### src/hdl/brfb_pkg.sv
package brfb_pkg;

  // Field widths of one item and one result
  localparam int unsigned LEN_W  = 9;
  localparam int unsigned DATA_W = 64;
  localparam int unsigned BYTE_W = 8;

  // Interleaved byte banks: one byte of a burst per bank
  localparam int unsigned BANKS  = 8;
  localparam int unsigned BANK_W = 3;

  // Byte count of one burst access (at most BANKS)
  localparam int unsigned NUM_W  = 4;

  // Configuration port
  localparam int unsigned APB_AW = 3;
  localparam int unsigned APB_DW = 32;
  localparam logic [APB_AW-1:0] REG_ENABLE_ADDR = 3'd0;

  typedef enum logic [1:0] {
    ACT_PUT   = 2'd0,
    ACT_READ  = 2'd1,
    ACT_SKIP  = 2'd2,
    ACT_CLEAR = 2'd3
  } action_e;

  typedef enum logic [1:0] {
    ST_IDLE,
    ST_EXEC,
    ST_RDATA
  } state_e;

  // Controller to datapath
  typedef struct packed {
    logic load_item;
    logic exec;
    logic load_rdata;
  } ctl_cmd_t;

  // Datapath to controller
  typedef struct packed {
    logic is_read;
  } dp_sts_t;

endpackage

### src/hdl/brfb_ctrl.sv
module brfb_ctrl import brfb_pkg::*; (
  input  logic     clk_i,
  input  logic     rst_ni,
  input  logic     in_valid_i,
  output logic     in_ready_o,
  output logic     out_valid_o,
  input  logic     out_ready_i,
  input  dp_sts_t  sts_i,
  output ctl_cmd_t cmd_o
);

  state_e state_q, state_d;
  logic   out_valid_q, out_valid_d;
  logic   slot_free;

  // Result slot is free when empty or being taken this cycle
  assign slot_free = !out_valid_q || out_ready_i;

  // Next state
  always_comb begin
    state_d = state_q;
    unique case (state_q)
      ST_IDLE: begin
        if (in_valid_i) state_d = ST_EXEC;
      end
      ST_EXEC: begin
        if (slot_free) state_d = sts_i.is_read ? ST_RDATA : ST_IDLE;
      end
      ST_RDATA: state_d = ST_IDLE;
      default:  state_d = ST_IDLE;
    endcase
  end

  // Commands and handshake outputs
  always_comb begin
    in_ready_o       = (state_q == ST_IDLE);
    cmd_o.load_item  = (state_q == ST_IDLE) && in_valid_i;
    cmd_o.exec       = (state_q == ST_EXEC) && slot_free;
    cmd_o.load_rdata = (state_q == ST_RDATA);
    out_valid_o      = out_valid_q;
  end

  // Result valid: set on load, drop when taken
  always_comb begin
    out_valid_d = out_valid_q;
    if ((cmd_o.exec && !sts_i.is_read) || cmd_o.load_rdata) begin
      out_valid_d = 1'b1;
    end else if (out_ready_i) begin
      out_valid_d = 1'b0;
    end
  end

  always_ff @(posedge clk_i or negedge rst_ni) begin
    if (!rst_ni) begin
      state_q     <= ST_IDLE;
      out_valid_q <= 1'b0;
    end else begin
      state_q     <= state_d;
      out_valid_q <= out_valid_d;
    end
  end

endmodule

### config.mk
export PLATFORM = sky130hd
export DESIGN_NAME = brfb_ctrl
export DESIGN_NICKNAME = d
export VERILOG_FILES = /design/src/hdl/brfb_pkg.sv /design/src/hdl/brfb_ctrl.sv
export SDC_FILE = /design/constraint.sdc
export NUM_CORES = 1
export LEC_CHECK = 0
export BUFFER_PORTS_ARGS = -buffer_cell sky130_fd_sc_hd__buf_2
export CAP_MARGIN = 20
export CORE_AREA = 2 2 39 41
export DETAILED_ROUTE_END_ITERATION = 16
export DIE_AREA = 0 0 41 43
export GPL_TIMING_DRIVEN = 0
export SLEW_MARGIN = 20
export SYNTH_ARGS = -nofsm -noshare
export SYNTH_HDL_FRONTEND = slang
export SYNTH_SLANG_ARGS = --single-unit
export TNS_END_PERCENT = 20
### constraint.sdc
create_clock -name clk_i -period 0.8 [get_ports clk_i]
set_input_delay 0.16 -clock clk_i [delete_from_list [all_inputs] [get_ports clk_i]]
set_output_delay 0.16 -clock clk_i [all_outputs]
set_load 0.005 [all_outputs]
-- Yosys cells after proc, flatten, opt, wreduce, memory -nomap -nowiden
Index checks and enable logic that the tools add are counted.
W data, S select, Z words.
- flip-flop bits (word level): 3
- output and inout bits: 5
- logic and storage cells: 22
- equality and inequality tests: 4
- muxes and demuxes: 6
- reductions and logical operators: 10
- operators with widths (operator ; number):
    $mux W2 ; 3
    $ne A2 B2 Y1 const B ; 2
    $pmux W2 S2 ; 1
    $logic_and A1 B1 Y1 ; 3
    $eq A2 B1 Y1 const B ; 1
    $eq A2 B2 Y1 const B ; 1
    $logic_not A1 Y1 ; 2
    $logic_not A2 Y1 ; 1
    $logic_or A1 B1 Y1 ; 2
    $mux W1 ; 2
    $reduce_and A2 Y1 ; 1
    $reduce_bool A2 Y1 ; 1

-- Depth between registers and ports, before layout
- depth after elaboration: 6
- mapped depth: 2
- mapped depth without buffers: 2

-- Worst setup path after synthesis
No wires, ideal clock.
- kind: register to output
- start: reg state_q[1]
- end: out cmd_o[1] (netlist name)
- data arrival time: 0.732 ns
- data required time: 0.640 ns
- path slack: -0.092 ns
- stages on the path, launching flop included: 3
- path buffers: 0
- path through: dfrtp_1 nand2b_2 nor2b_1
- RTL lines (what ; line ; source):
    start, declared ; brfb_ctrl.sv:12 ; state_e state_q, state_d;
    start signal, assigned ; brfb_ctrl.sv:58 ; state_q <= state_d;
    end, declared ; brfb_ctrl.sv:9 ; output ctl_cmd_t cmd_o

==> flow_summary.ini <==
[synthesis]
ys_warn_count = 0
syn_nets = 18
synth_top_family_by_area = simple AND/OR/NAND/NOR gates
synth_mux_area_share_pct = 0
synth-adder-area-share_pct = 0
yosys.area.top_type = dfrtp_1
yosysUniqueCellTypes = 11
syn_area_um2 = 164
yosys-top-cells-area = dfrtp_1 46%, nand2b_4 8.4%, nor3b_2 7.6%
yosysSeqAreaShare_pct = 45.8
synth-seq-cells = 3
synthXorXnorAreaFrac_pct = 0
synthSimpleGateAreaFrac_pct = 37.4
synth_compound_area_share_pct = 14.5
syn_area_per_cell_um2 = 12.6
syn_inst = 13
yosysTopAreaCellShare_pct = 45.8

[placement]
port-buffer-count = 9
place_hpwl_um = 298
dpl_cell_area_um2 = 234
pre_cts_ws_ps = -153
gp_congestion = 0.530
placed_cells = 38

[timing]
fin_crit_sh_pct = 147
rsz0062_at_grt = yes
hold_viol_final = 0
setup_viol = 7
slew_viol_final = 0
max-slew-margin-rel_pct = 88.5
fin_crit_ps = 1180
worst_hold_slack_ps = 154
fin_skew_ps = 1.38
max_clock_freq_mhz = 851
layout_setup_ws_ps = -375
tightest_slew_ps = 171

[clock_network]
cts.sinks = 3
cts_buffers = 3
cts_tree = yes
cts_root_buf = clkbuf_4
clockBufferDepth = 2
cts.reportedPaths.clkPinSlew_ps = 40
clkLatencyLatePin_ps = 230
htreeDepth = 1

[finish]
final_common_cell = buf_2
fin_area_um2 = 298
fin_nets = 36
final_cell_mix = 9 x buf_2, 3 x clkbuf_4, 2 x nand2b_4, 2 x dfrtp_1, 2 x buf_4
area_growth_pct = 81.7
final_cells = 46
n_antenna_cell = 0
final_layout_size_suffix_gt1_share_pct = 70.0
fin_util_pct = 21.5

[global_route]
grt.overflow.total = 0
grt_usage_pct = 5.84
grt_pass1_vias = 155
antenna_found_initial = 0
grt_max_degree = 6
grt_pass1_wl_um = 586

[worst_setup_path]
crit_buf_inv = 1
worstPathRequired_ps = 640
crit_type = flip-flop to output pin
r2r_slack_ps = -210
cp_slowest_stage_delay_ps = 420
crit_chain = nand2b_4, nor2b_1, buf_2
end_kind = output pin
cp-start-kind = flip-flop
cp.arrival_ps = 1020
crit_path_top_delay_cell = dfrtp_1
cp_top_family = flip-flops
path_max_fanout = 5

[route]
via_per_inst = 3.54
ant_nets = 0
firstDrtPassIters = 2
drt_iter0_drc = 2
dr_total_vias = 163
wire_per_inst_um = 9.22
wl_um = 424
drc = 0

[power]
switchingPower_mw = 0.238
cellPowerDensity_nw_per_um2 = 2730
comb_power_share_pct = 38.2
clockPowerShare_pct = 31.9
p_int_mw = 0.575
switching_share_pct = 29.3
p_leak_nw = 0.159
seqPwrFrac_pct = 29.9
max-vdd-ir-drop_uv = 551

[die]
io-pin-count = 10
fp.coreArea_um2 = 1380
die_x_um = 41
die_area_um2 = 1760
die_y_um = 43
start_util_pct = 11.8
num_rows = 14

[worst_hold_path]
hold_path_class = input port to flip-flop

[run_status]
status = finished with violations
violations = negative setup slack

[job]
max_cap_viol_count = 0
per-layer routing:
layer / routed length (um) / part of all wire (%) / global-route usage [%] / up-vias
met1: 168 / 40 / 5.84 / 75
li1: - / - / - / 78
met4: 0 / 0 / 6.00 / 0
met5: 0 / 0 / 0 / -
met2: 185 / 44 / 6.25 / 10
met3: 70 / 17 / 5.76 / 0
power by group through the flow:
stage                     Combinational, mW  Sequential [mW]  Clock, mW
after floorplan                       0.134            0.244          0
after global placement                0.226            0.245          0
after detailed placement              0.227            0.247          0
after CTS                             0.266            0.246      0.275
after global routing                  0.341            0.251      0.286
final                                 0.311            0.243      0.259
worst reg2reg max path: stages, from the launching register on:
cell and delay [ps]:
dfrtp_1 420, nand2b_4 160, buf_4 130, buf_6 110, o211ai_2 120
cells in the mapped netlist, drive strengths merged:
library cell,number
nor2b,1
o21bai,1
nor3b,1
dfrtp,3
nand2b,3
and4b,1
o211ai,1
inv,1
nor2,1
final cells by class:
cell class              count  area [um^2]
multi-input cells           9         90.1
flip-flops and latches      3         76.3
inverters                   1         3.75
clock buffers               4         26.3
repair buffers             13         81.3
fillers                   156         1090
well taps                  16         20.0
registers in the layout (all words and copies together), names as in the netlist:
signal and flops:
state_q 2, out_valid_o 1
kinds of logic (layout without fill, tap and decap cells):
logic type | after synthesis | in the layout
compound gates | 2 | 2
flops | 3 | 3
buf+inv | 1 | 18
simple gates | 7 | 7
final timing paths:
path                                              start                       to  cells after the start
min in group asynchronous                        rst_ni  out_valid_o$_DFFE_PN0P_                      2
worst max-delay path             state_q[1]$_DFFE_PN0P_                 cmd_o[1]                      3
worst min register to register  out_valid_o$_DFFE_PN0P_  out_valid_o$_DFFE_PN0P_                      2
worst min-delay path                              sts_i  out_valid_o$_DFFE_PN0P_                      2
worst max register to register   state_q[1]$_DFFE_PN0P_  out_valid_o$_DFFE_PN0P_                      4
max in group asynchronous                        rst_ni   state_q[0]$_DFFE_PN0P_                      2
repair_timing:
action                                  in CTS  in global routing
endpoints found under the hold margin        3                  0
hold buffers                                 1                  0
endpoints found under the setup margin       7                  8
resized for setup                            1                  1
setup buffers                                1                  2
pin swaps                                    0                  3
stage by stage:
step / power (mW) / TNS, ps
6_report: 0.813 / -1840
5_1_grt: 0.879 / -2210
4_1_cts: 0.787 / -1740
3_5_place_dp: 0.474 / -519
3_3_place_gp: 0.471 / -502
2_1_floorplan: 0.378 / -86.3
Note: power is estimated with default switching activity, not from simulation.
