**config.mk**
```make
export PLATFORM = sky130hd
export DESIGN_NAME = brfb_dp
export DESIGN_NICKNAME = d
export VERILOG_FILES = /design/src/hdl/brfb_pkg.sv /design/src/hdl/brfb_ram.sv /design/src/hdl/brfb_dp.sv
export SDC_FILE = /design/constraint.sdc
export NUM_CORES = 2
export LEC_CHECK = 0
export BUFFER_PORTS_ARGS = -buffer_cell sky130_fd_sc_hd__buf_2
export CAP_MARGIN = 20
export CORE_ASPECT_RATIO = 0.8
export CORE_MARGIN = 5
export CORE_UTILIZATION = 50
export CTS_CLUSTER_SIZE = 16
export DETAILED_ROUTE_END_ITERATION = 7
export GPL_TIMING_DRIVEN = 0
export PLACE_DENSITY = 0.66
export SLEW_MARGIN = 20
export SYNTH_ARGS = -nofsm -noshare
export SYNTH_HDL_FRONTEND = slang
export SYNTH_SLANG_ARGS = --single-unit
```
**constraint.sdc**
```tcl
create_clock -name clk_i -period 9.07 [get_ports clk_i]
set_clock_uncertainty 0.2 [all_clocks]
set_input_delay 0.4535 -clock clk_i [delete_from_list [all_inputs] [get_ports clk_i]]
set_output_delay 0.4535 -clock clk_i [all_outputs]
set_load 0.02 [all_outputs]
```
**src/hdl/brfb_pkg.sv**
```systemverilog
package brfb_pkg;

  // Field widths of one item and one result
  localparam int unsigned LEN_W  = 9;
  localparam int unsigned DATA_W = 64;
  localparam int unsigned BYTE_W = 8;

  // Interleaved byte banks: one byte of a burst per bank
  localparam int unsigned BANKS  = 8;
  localparam int unsigned BANK_W = 3;

  // Byte count of one burst access (at most BANKS)
  localparam int unsigned NUM_W  = 4;

  // Configuration port
  localparam int unsigned APB_AW = 3;
  localparam int unsigned APB_DW = 32;
  localparam logic [APB_AW-1:0] REG_ENABLE_ADDR = 3'd0;

  typedef enum logic [1:0] {
    ACT_PUT   = 2'd0,
    ACT_READ  = 2'd1,
    ACT_SKIP  = 2'd2,
    ACT_CLEAR = 2'd3
  } action_e;

  typedef enum logic [1:0] {
    ST_IDLE,
    ST_EXEC,
    ST_RDATA
  } state_e;

  // Controller to datapath
  typedef struct packed {
    logic load_item;
    logic exec;
    logic load_rdata;
  } ctl_cmd_t;

  // Datapath to controller
  typedef struct packed {
    logic is_read;
  } dp_sts_t;

endpackage

```
**src/hdl/brfb_ram.sv**
```systemverilog
module brfb_ram #(
  parameter int unsigned WIDTH = 8,
  parameter int unsigned DEPTH = 32
) (
  input  logic                                         clk_i,
  input  logic                                         we_i,
  input  logic [(DEPTH > 1 ? $clog2(DEPTH) : 1)-1:0]   waddr_i,
  input  logic [WIDTH-1:0]                             wdata_i,
  input  logic [(DEPTH > 1 ? $clog2(DEPTH) : 1)-1:0]   raddr_i,
  output logic [WIDTH-1:0]                             rdata_o
);

  logic [WIDTH-1:0] mem_q [DEPTH];
  logic [WIDTH-1:0] rdata_q;

  // Write port and registered read port
  always_ff @(posedge clk_i) begin
    if (we_i) begin
      mem_q[waddr_i] <= wdata_i;
    end
    rdata_q <= mem_q[raddr_i];
  end

  assign rdata_o = rdata_q;

endmodule

```
**src/hdl/brfb_dp.sv**
```systemverilog
module brfb_dp import brfb_pkg::*; #(
  parameter int unsigned DEPTH = 256,
  parameter int unsigned BURST = 8
) (
  input  logic              clk_i,
  input  logic              rst_ni,
  input  ctl_cmd_t          cmd_i,
  output dp_sts_t           sts_o,
  input  logic              enable_i,
  input  action_e           action_i,
  input  logic [LEN_W-1:0]  length_i,
  input  logic [DATA_W-1:0] put_data_i,
  output logic [LEN_W-1:0]  count_o,
  output logic [DATA_W-1:0] read_data_o,
  output logic [LEN_W-1:0]  fill_level_o
);

  localparam int unsigned AW   = $clog2(DEPTH);
  localparam int unsigned PW   = AW + 1;
  localparam int unsigned CW   = (PW > LEN_W ? PW : LEN_W) + 1;
  localparam int unsigned ROWS = DEPTH / BANKS;
  localparam int unsigned RW   = ROWS > 1 ? $clog2(ROWS) : 1;

  // Pointers (free running modulo 2*DEPTH)
  logic [PW-1:0]     wp_q, wp_d, rp_q, rp_d;
  // Item held for execution
  action_e           act_q;
  logic [LEN_W-1:0]  len_q;
  logic [DATA_W-1:0] pdata_q;
  // Result registers
  logic [LEN_W-1:0]  cnt_q;
  logic [LEN_W-1:0]  fill_q;
  logic [DATA_W-1:0] rdata_q;
  // Read burst alignment held for the data cycle
  logic [BANK_W-1:0] rd_lo_q;
  logic [NUM_W-1:0]  rd_n_q;

  logic [PW-1:0]     fill;
  logic [CW-1:0]     len_c, fill_c, space_c, burst_c, min_c, fill_after_c;
  logic              put_ok, skip_ok;
  logic [NUM_W-1:0]  rd_n;
  logic [LEN_W-1:0]  cnt_d;

  logic [RW-1:0]     wrow, wrow_inc, rrow, rrow_inc;
  logic              bank_we    [BANKS];
  logic [RW-1:0]     bank_waddr [BANKS];
  logic [BYTE_W-1:0] bank_wdata [BANKS];
  logic [RW-1:0]     bank_raddr [BANKS];
  logic [BYTE_W-1:0] bank_rdata [BANKS];
  logic [DATA_W-1:0] rdata_asm;

  assign sts_o.is_read = (act_q == ACT_READ);

  // Occupancy and admission checks
  always_comb begin
    fill    = wp_q - rp_q;
    len_c   = CW'(len_q);
    fill_c  = CW'(fill);
    space_c = CW'(DEPTH) - fill_c;
    burst_c = CW'(BURST);
    put_ok  = enable_i && (len_c <= burst_c) && (len_c <= space_c);
    skip_ok = (len_c <= fill_c);
    min_c   = (len_c < fill_c) ? len_c : fill_c;
    if (min_c > burst_c) min_c = burst_c;
    rd_n    = min_c[NUM_W-1:0];
  end

  // Pointer updates and byte count
  always_comb begin
    wp_d  = wp_q;
    rp_d  = rp_q;
    cnt_d = '0;
    unique case (act_q)
      ACT_PUT: begin
        if (put_ok) begin
          wp_d  = wp_q + PW'(len_q);
          cnt_d = len_q;
        end
      end
      ACT_READ: begin
        rp_d  = rp_q + PW'(rd_n);
        cnt_d = LEN_W'(rd_n);
      end
      ACT_SKIP: begin
        if (skip_ok) begin
          rp_d  = rp_q + PW'(len_q);
          cnt_d = len_q;
        end
      end
      ACT_CLEAR: begin
        wp_d = '0;
        rp_d = '0;
      end
      default: ;
    endcase
    fill_after_c = CW'(PW'(wp_d - rp_d));
  end

  // Row addresses: banks below the start offset take the next row
  always_comb begin
    wrow     = RW'(wp_q[AW-1:0] >> BANK_W);
    wrow_inc = RW'((32'(wrow) + 32'd1) % ROWS);
    rrow     = RW'(rp_q[AW-1:0] >> BANK_W);
    rrow_inc = RW'((32'(rrow) + 32'd1) % ROWS);
  end

  // Steer burst bytes onto the banks
  always_comb begin
    logic [BANK_W-1:0] woff;
    for (int b = 0; b < BANKS; b++) begin
      woff          = BANK_W'(b) - wp_q[BANK_W-1:0];
      bank_we[b]    = cmd_i.exec && (act_q == ACT_PUT) && put_ok
                      && (LEN_W'(woff) < len_q);
      bank_waddr[b] = (BANK_W'(b) >= wp_q[BANK_W-1:0]) ? wrow : wrow_inc;
      bank_wdata[b] = pdata_q[BYTE_W*woff +: BYTE_W];
      bank_raddr[b] = (BANK_W'(b) >= rp_q[BANK_W-1:0]) ? rrow : rrow_inc;
    end
  end

  // Byte banks
  for (genvar g = 0; g < BANKS; g++) begin : g_bank
    brfb_ram #(
      .WIDTH (BYTE_W),
      .DEPTH (ROWS)
    ) u_ram (
      .clk_i   (clk_i),
      .we_i    (bank_we[g]),
      .waddr_i (bank_waddr[g]),
      .wdata_i (bank_wdata[g]),
      .raddr_i (bank_raddr[g]),
      .rdata_o (bank_rdata[g])
    );
  end

  // Rotate bank outputs back into byte order and zero the unused bytes
  always_comb begin
    logic [BANK_W-1:0] bsel;
    for (int i = 0; i < BANKS; i++) begin
      bsel = rd_lo_q + BANK_W'(i);
      rdata_asm[BYTE_W*i +: BYTE_W] =
        (NUM_W'(i) < rd_n_q) ? bank_rdata[bsel] : '0;
    end
  end

  // Pointers
  always_ff @(posedge clk_i or negedge rst_ni) begin
    if (!rst_ni) begin
      wp_q <= '0;
      rp_q <= '0;
    end else if (cmd_i.exec) begin
      wp_q <= wp_d;
      rp_q <= rp_d;
    end
  end

  // Item capture and result registers
  always_ff @(posedge clk_i) begin
    if (cmd_i.load_item) begin
      act_q   <= action_i;
      len_q   <= length_i;
      pdata_q <= put_data_i;
    end
    if (cmd_i.exec) begin
      cnt_q   <= cnt_d;
      fill_q  <= fill_after_c[LEN_W-1:0];
      rdata_q <= '0;
      rd_lo_q <= rp_q[BANK_W-1:0];
      rd_n_q  <= rd_n;
    end
    if (cmd_i.load_rdata) begin
      rdata_q <= rdata_asm;
    end
  end

  assign count_o      = cnt_q;
  assign fill_level_o = fill_q;
  assign read_data_o  = rdata_q;

endmodule

```
After elaboration in Yosys (flattened, before gate mapping). Memory sizes are Yosys's and may differ from the RTL's. A register that Yosys moved wholly into a read port is not among the register bits. Index checks and enable logic that the tools add are counted.

Register bits: 182. Word-level logic and storage cells: 194. Memories kept: 8. Input port bits: 81. Bits in writable memories: 2048. Output and inout port bits: 83.

Add/sub/neg operators: 23. Reduce and logical (&&, ||, !) cells: 14. Shifts and indexed selects: 8. Mux-type cells: 75. Eq/ne operators: 3. $lt $le $gt $ge: 45. Bitwise gates (word level): 8.

Memory list: g_bank[0].u_ram.mem_q (depth 32, bits a word 8, read ports 1, clocked after Yosys merged registers in 1, write ports 1, RTL line brfb_ram.sv:13) `logic [WIDTH-1:0] mem_q [DEPTH];`; g_bank[1].u_ram.mem_q (depth 32, bits a word 8, read ports 1, clocked after Yosys merged registers in 1, write ports 1, RTL line brfb_ram.sv:13); g_bank[2].u_ram.mem_q (depth 32, bits a word 8, read ports 1, clocked after Yosys merged registers in 1, write ports 1, RTL line brfb_ram.sv:13); g_bank[3].u_ram.mem_q (depth 32, bits a word 8, read ports 1, clocked after Yosys merged registers in 1, write ports 1, RTL line brfb_ram.sv:13); g_bank[4].u_ram.mem_q (depth 32, bits a word 8, read ports 1, clocked after Yosys merged registers in 1, write ports 1, RTL line brfb_ram.sv:13); g_bank[5].u_ram.mem_q (depth 32, bits a word 8, read ports 1, clocked after Yosys merged registers in 1, write ports 1, RTL line brfb_ram.sv:13); 2 more memories.

Operators by type and width (number): $shiftx 64x7->8 (8); $bmux 8 s3 (8); $mux 8 (24); $mux 64 (2); $mux 5 (16); $lt 3x9->1 (8); $pmux 9 s3 (2); $mux 9 (5); $ge 4x4->1 const B (8); $not 3->4 (8); $ge 3x3->1 const A (8); $add 9x9->9 (2); $pmux 9 s2 (1); $sub 9x9->9 (2); $lt 3x4->1 const A (4); $mux 1 (16); $add 3x3->3 const B (4); $ge 1x3->1 const A (4); $ge 2x3->1 const A (4); $logic_and 1x1->1 (12); $sub 3x3->3 const A (4); $add 5x1->5 const B (2); $le 9x10->1 (1); $sub 9x9->10 const A (1); other kinds (16) (22).

Depth between registers and ports, before layout.
Word-level depth: 8. Gate-level depth with buffers: 37. Mapped depth without buffers: 33.

By module. A second synthesis with hierarchy kept.

Cell total of the unflattened synthesis: 4656. Area total of the unflattened synthesis: 95399.0 um^2.

Modules (own cells, without submodules): brfb_ram (seq. area each 7847.5 um^2, instances 8, area each 10053.4 um^2, cells each 417); brfb_dp (seq. area each 5375.2 um^2, instances 1, area each 14971.9 um^2, cells each 1320).

Least setup slack after synthesis. No wires, ideal clock.

Kind: reg2reg. Start point: register wp_q[1]. End point: register fill_q[8], in the netlist fill_level_o[8] (data pin). Setup time: 263 ps. Stages on the path, launching flop included: 34. Slack: 1131 ps. Required time: 8607 ps. Arrival time: 7476 ps. Clock period less this slack: 7939 ps. Path buffers: 4. Path through: dfrtp_1 clkbuf_1 buf_1 clkbuf_1 inv_1 fa_1 nor2b_1 o2111ai_1 and3b_1 or2_2 ha_1 and4_1 and3_1 a2111oi_4 buf_4 nand3b_1 o31a_1 nor2_1 ha_1 inv_1 maj3_1 nor3_1 a211oi_2 xnor2_1 a222oi_1 ha_1 o21ai_0 nand2b_1 a21o_1 a21o_1 a21o_1 a21oi_1 xnor2_1 xor2_1.

Cells in the longest elaborated chain, start to end: 8. Elaborated cells on any way between the ends: 16. Those cells by class: add/sub: 5; order compare: 4; mux: 6; reduce/logical: 1.

RTL lines: start, declared (RTL line brfb_dp.sv:25) `logic [PW-1:0] wp_q, wp_d, rp_q, rp_d;`; start signal, assigned (RTL line brfb_dp.sv:151) `wp_q <= wp_d;`; $sub 9x9->9 (*) (RTL line brfb_dp.sv:56) `fill = wp_q - rp_q;`; $lt 9x9->1 (RTL line brfb_dp.sv:63) `min_c = (len_c < fill_c) ? len_c : fill_c;`; $mux 9 (*) (RTL line brfb_dp.sv:63); $gt 9x4->1 (RTL line brfb_dp.sv:64) `if (min_c > burst_c) min_c = burst_c;`; $mux 4 (*) (RTL line brfb_dp.sv:64); via min_c[3] (RTL line brfb_dp.sv:39) `logic [CW-1:0] len_c, fill_c, space_c, burst_c, min_c, fill_after_c;`; $add 9x4->9 (*) (RTL line brfb_dp.sv:81) `rp_d = rp_q + PW'(rd_n);`; $pmux 9 s3 (*) (RTL line brfb_dp.sv:73) `unique case (act_q)`; $sub 9x9->9 (*) (RTL line brfb_dp.sv:96) `fill_after_c = CW'(PW'(wp_d - rp_d));`; via fill_after_c[8] (RTL line brfb_dp.sv:39); end signal, assigned (RTL line brfb_dp.sv:165) `fill_q <= fill_after_c[LEN_W-1:0];`; end, declared (RTL line brfb_dp.sv:32) `logic [LEN_W-1:0] fill_q;`.

The timed path passes the listed nets; every way through them passes the cells marked *. A chain may end at the register's enable or synchronous reset.

Worst setup path after layout.
Start point: register rp_q[6]. End point: register fill_q[8], in the netlist fill_level_o[8] (data pin).

Cells in the longest elaborated chain, start to end: 8. Elaborated cells on any way between the ends: 16. Those cells by class: add/sub: 5; order compare: 4; mux: 6; reduce/logical: 1.

RTL lines: start, declared (RTL line brfb_dp.sv:25); start signal, assigned (RTL line brfb_dp.sv:152) `rp_q <= rp_d;`; $sub 9x9->9 (*) (RTL line brfb_dp.sv:56); $lt 9x9->1 (RTL line brfb_dp.sv:63); $mux 9 (*) (RTL line brfb_dp.sv:63); $gt 9x4->1 (RTL line brfb_dp.sv:64); $mux 4 (*) (RTL line brfb_dp.sv:64); via min_c[3] (RTL line brfb_dp.sv:39); $add 9x4->9 (*) (RTL line brfb_dp.sv:81); $pmux 9 s3 (*) (RTL line brfb_dp.sv:73); $sub 9x9->9 (*) (RTL line brfb_dp.sv:96); via fill_after_c[8] (RTL line brfb_dp.sv:39).

Marks and branches as above.

==> flow_summary.yaml <==
run_status:
  status: "finished with violations"
  violations: "design-rule violations"
cells_and_area:
  final_util: 0.569
  layout-drive-gt1-share: 0.281
  fin_area_sq_um: 108000
  nets: 5500
  area_growth_pct: 13.3
route:
  wl_met1_microns: 107000
  drtAntennaViolNets: 0
  via_per_inst: 6.36
  wl_per_cell_microns: 32.0
  drt-total-wl_microns: 258000
  num_vias: 51269
  drt_pass1_iterations: 8
  highest_layer: "met5"
  routed-wl-met2_microns: 115000
  dr_wl_met3_microns: 30000
  drt_iter0_drc: 6829
  route.detailed.drc: 2
clock_network:
  cts_made_buffers: 215
  clock_insertion_delay_worst_skew_ns: 0.86
  clock-sinks: 2294
  cts_tree: "done"
  clockBufferDepth: 3
  clkTransAtPathRegs_ns: 0.06
  clock-root-buffer: "clkbuf_16"
  cts_max_level: 4
placed_design:
  pre_cts_ws_ns: -1.63
  dpl-instance-area_sq_um: 100000
  hpwl_microns: 182000
  io_buffers: 162
  place.gp.congestion: 0.956
worst_setup_path:
  crit_arrival_ns: 9.12
  cp-start-kind: "flop"
  critical_path.reg2reg.endpoint: "fill_level_o[8]$_DFFE_PP_"
  worstPathRequired_ns: 9.44
  crit_type: "reg -> reg"
  path_common_cell: "ha_1"
  endpoint_kind: "flop"
  reg2reg_depth: 32
  crit_family: "compound AO/OA/AOI/OAI gates"
  critPathBufInv: 5
  r2r_setup_slack_ns: 0.32
  critPathMaxFanout: 10
  critPathMaxStageDelay_ns: 0.72
  crit_cells: 32
  critPathSlowestCell: "clkdlybuf4s15_2"
  reg2reg_from: "rp_q[6]$_DFFE_PN0P_"
worst_hold_path:
  hold_end: "pdata_q[52]$_DFFE_PP_"
  holdCritPathClass: "in -> reg"
  worstHoldStart: "put_data_i[52]"
  hold_path_depth: 2
global_route:
  antenna_found_initial: 23
  grt_max_degree: 47
  grt-ovfl-total: 0
  grt_pass1_vias: 48860
  grt_pass1_wl_microns: 366000
  track_usage: 0.256
job:
  cap_violations: 0
sta:
  hold_ws_ns: 0.103
  max_freq_ghz: 0.114
  worst_pin_slew_ns: 1.11
  maxSlewViolCount: 0
  timing.final.ws_setup_ns: 0.320
  max_slew_margin: 0.254
  final_hold_viol_count: 0
  setup-violations-final: 0
  rsz0062_at_grt: "no"
  fin_crit_sh: 0.965
  final.min_clock_period_ns: 8.75
pwr:
  power_density_nw_per_um2: 326
  p_leak_nw: 34.8
  ir_worst_vdd_mv: 0.194
  total_power_w: 0.0352
synthesis:
  synth_area_leader_cell: "edfxtp_1"
  synth_area_leaders: "edfxtp_1 70%, mux4_2 18%, nand2_1 1.5%"
  synth_flop_cell: "edfxtp_1"
  syn-mean-instance-area_sq_um: 19.7
  synth_cells: 4842
  yosys.area.top_type_share: 0.696
  synth_nets: 5014
  yosysSeqAreaShare: 0.714
  synth_cell_types: 85
  ys_warn_count: 0
  yosys-top-cells-count: "2212 x edfxtp_1, 768 x mux4_2, 379 x nand2_1, 344 x nor2_1, 136 x clkbuf_1"
  syn-cell-area_sq_um: 95500
  ys_seq_elements: 2294
  yosysMostFrequentCell: "edfxtp_1"
  synth-async-reset-ratio: 0.00785
  synth_edf_count: 2212
floorplanning:
  core_area_sq_um: 190000
  fp-row-count: 143
  die_y_microns: 401
  dieArea_sq_um: 200000
  start_util: 0.503
  die_x_microns: 499
  io_pins: 164
[state kept, by name (all words and copies together) (netlist names)]
| signal | cells |
|---|---|
| act_q | 2 |
| count_o | 9 |
| fill_level_o | 9 |
| g_bank.u_ram.mem_q | 2048 |
| g_bank.u_ram.rdata_o | 64 |
| len_q | 9 |
| pdata_q | 64 |
| rd_lo_q | 3 |
| rd_n_q | 4 |
| read_data_o | 64 |
| rp_q | 9 |
| wp_q | 9 |
[final cells by class]
class                   instances  area, sq um
inverters                      52          203
flip-flops and latches       2294        68200
clock buffers                 268         5720
diodes                         15         37.5
plain buffers                 229          973
well taps                    2537         3170
multi-input cells            2263        26600
fillers                     14088        81800
repair buffers                273         1980
clock inverters               128         1310
[worst max path at each step]
stage | startpoint | slack [ns] | to
2_1_floorplan | wp_q[1]$_DFFE_PN0P_ | 1.13 | fill_level_o[8]$_DFFE_PP_
3_3_place_gp | wp_q[1]$_DFFE_PN0P_ | -1.49 | fill_level_o[8]$_DFFE_PP_
3_5_place_dp | rp_q[4]$_DFFE_PN0P_ | -1.63 | fill_level_o[8]$_DFFE_PP_
4_1_cts | wp_q[1]$_DFFE_PN0P_ | 0.07 | fill_level_o[8]$_DFFE_PP_
5_1_grt | rp_q[6]$_DFFE_PN0P_ | 0.01 | fill_level_o[8]$_DFFE_PP_
6_report | rp_q[6]$_DFFE_PN0P_ | 0.32 | fill_level_o[8]$_DFFE_PP_
[worst register-to-register path: cells and delay by family, from the launching register on]
kind | cells | cell delay, ns
compound gates | 10 | 2.24
simple gates | 9 | 1.86
fa+ha+maj | 5 | 1.55
buf+inv | 5 | 1.47
xor+xnor | 3 | 0.59
flops | 1 | 0.57
[routing by layer]
metal,track usage,vias up
met5,0,-
met4,0.0550,14
met3,0.0684,429
met2,0.373,2955
met1,0.393,26986
li1,-,20885
[power breakdown]
part	switching, W	total, W	internal, W	leakage (nW)
clock	0.00403	0.00903	0.00501	3.40
sequential	0.000466	0.0134	0.0129	20.9
combinational	0.00746	0.0128	0.00535	10.5
[through the flow]
stage	TNS, ns	instances
floorplan	0	4842
global placement	-24.92	7541
detailed placement	-74.75	7563
CTS	0	8035
global route	0	8046
finish	0	8059
[what timing repair did]
| action | 4_1_cts | 5_1_grt |
|---|---|---|
| endpoints found under the hold margin | 145 | 0 |
| resized for setup | 11 | 8 |
| hold buffers | 80 | 0 |
| endpoints found under the setup margin | 533 | 2 |
| pin swaps | 0 | 2 |
| setup buffers | 0 | 6 |
[cells by family after synthesis]
family	after synthesis	share of synthesized area
fa+ha+maj	92	0.0123
simple gates	909	0.0401
xor+xnor	78	0.00755
flops	2294	0.714
mux	868	0.193
compound gates	316	0.0216
buf+inv	285	0.0120
[layout by cell type (no fill, tap or decap), types with 10 or more instances in the layout]
cell type and n:
edfxtp_1 2212, mux4_2 768, nor2_1 343, nand2_1 338, buf_2 221, clkbuf_16 218
clkbuf_1 172, a21oi_1 104, ha_1 87, dlygate4sd3_1 80, mux2_2 74, dfxtp_1 64
clkinv_1 53, o21ai_0 47, inv_1 42, nor3_1 42, nand2_2 41, xnor2_1 35
or3_1 32, clkinv_2 32, buf_1 30, xor2_1 22, a21o_1 20, nand3_1 20
xnor2_2 20, nor3_2 20, mux2i_1 19, bufinv_16 18, dfrtp_1 17, diode_2 15
o21ai_1 15, buf_4 14, nand2b_1 14, a31oi_1 14, nor2b_1 13, clkinvlp_4 13
o22ai_1 11, and3_1 10
Note: power is estimated with default switching activity, not from simulation.
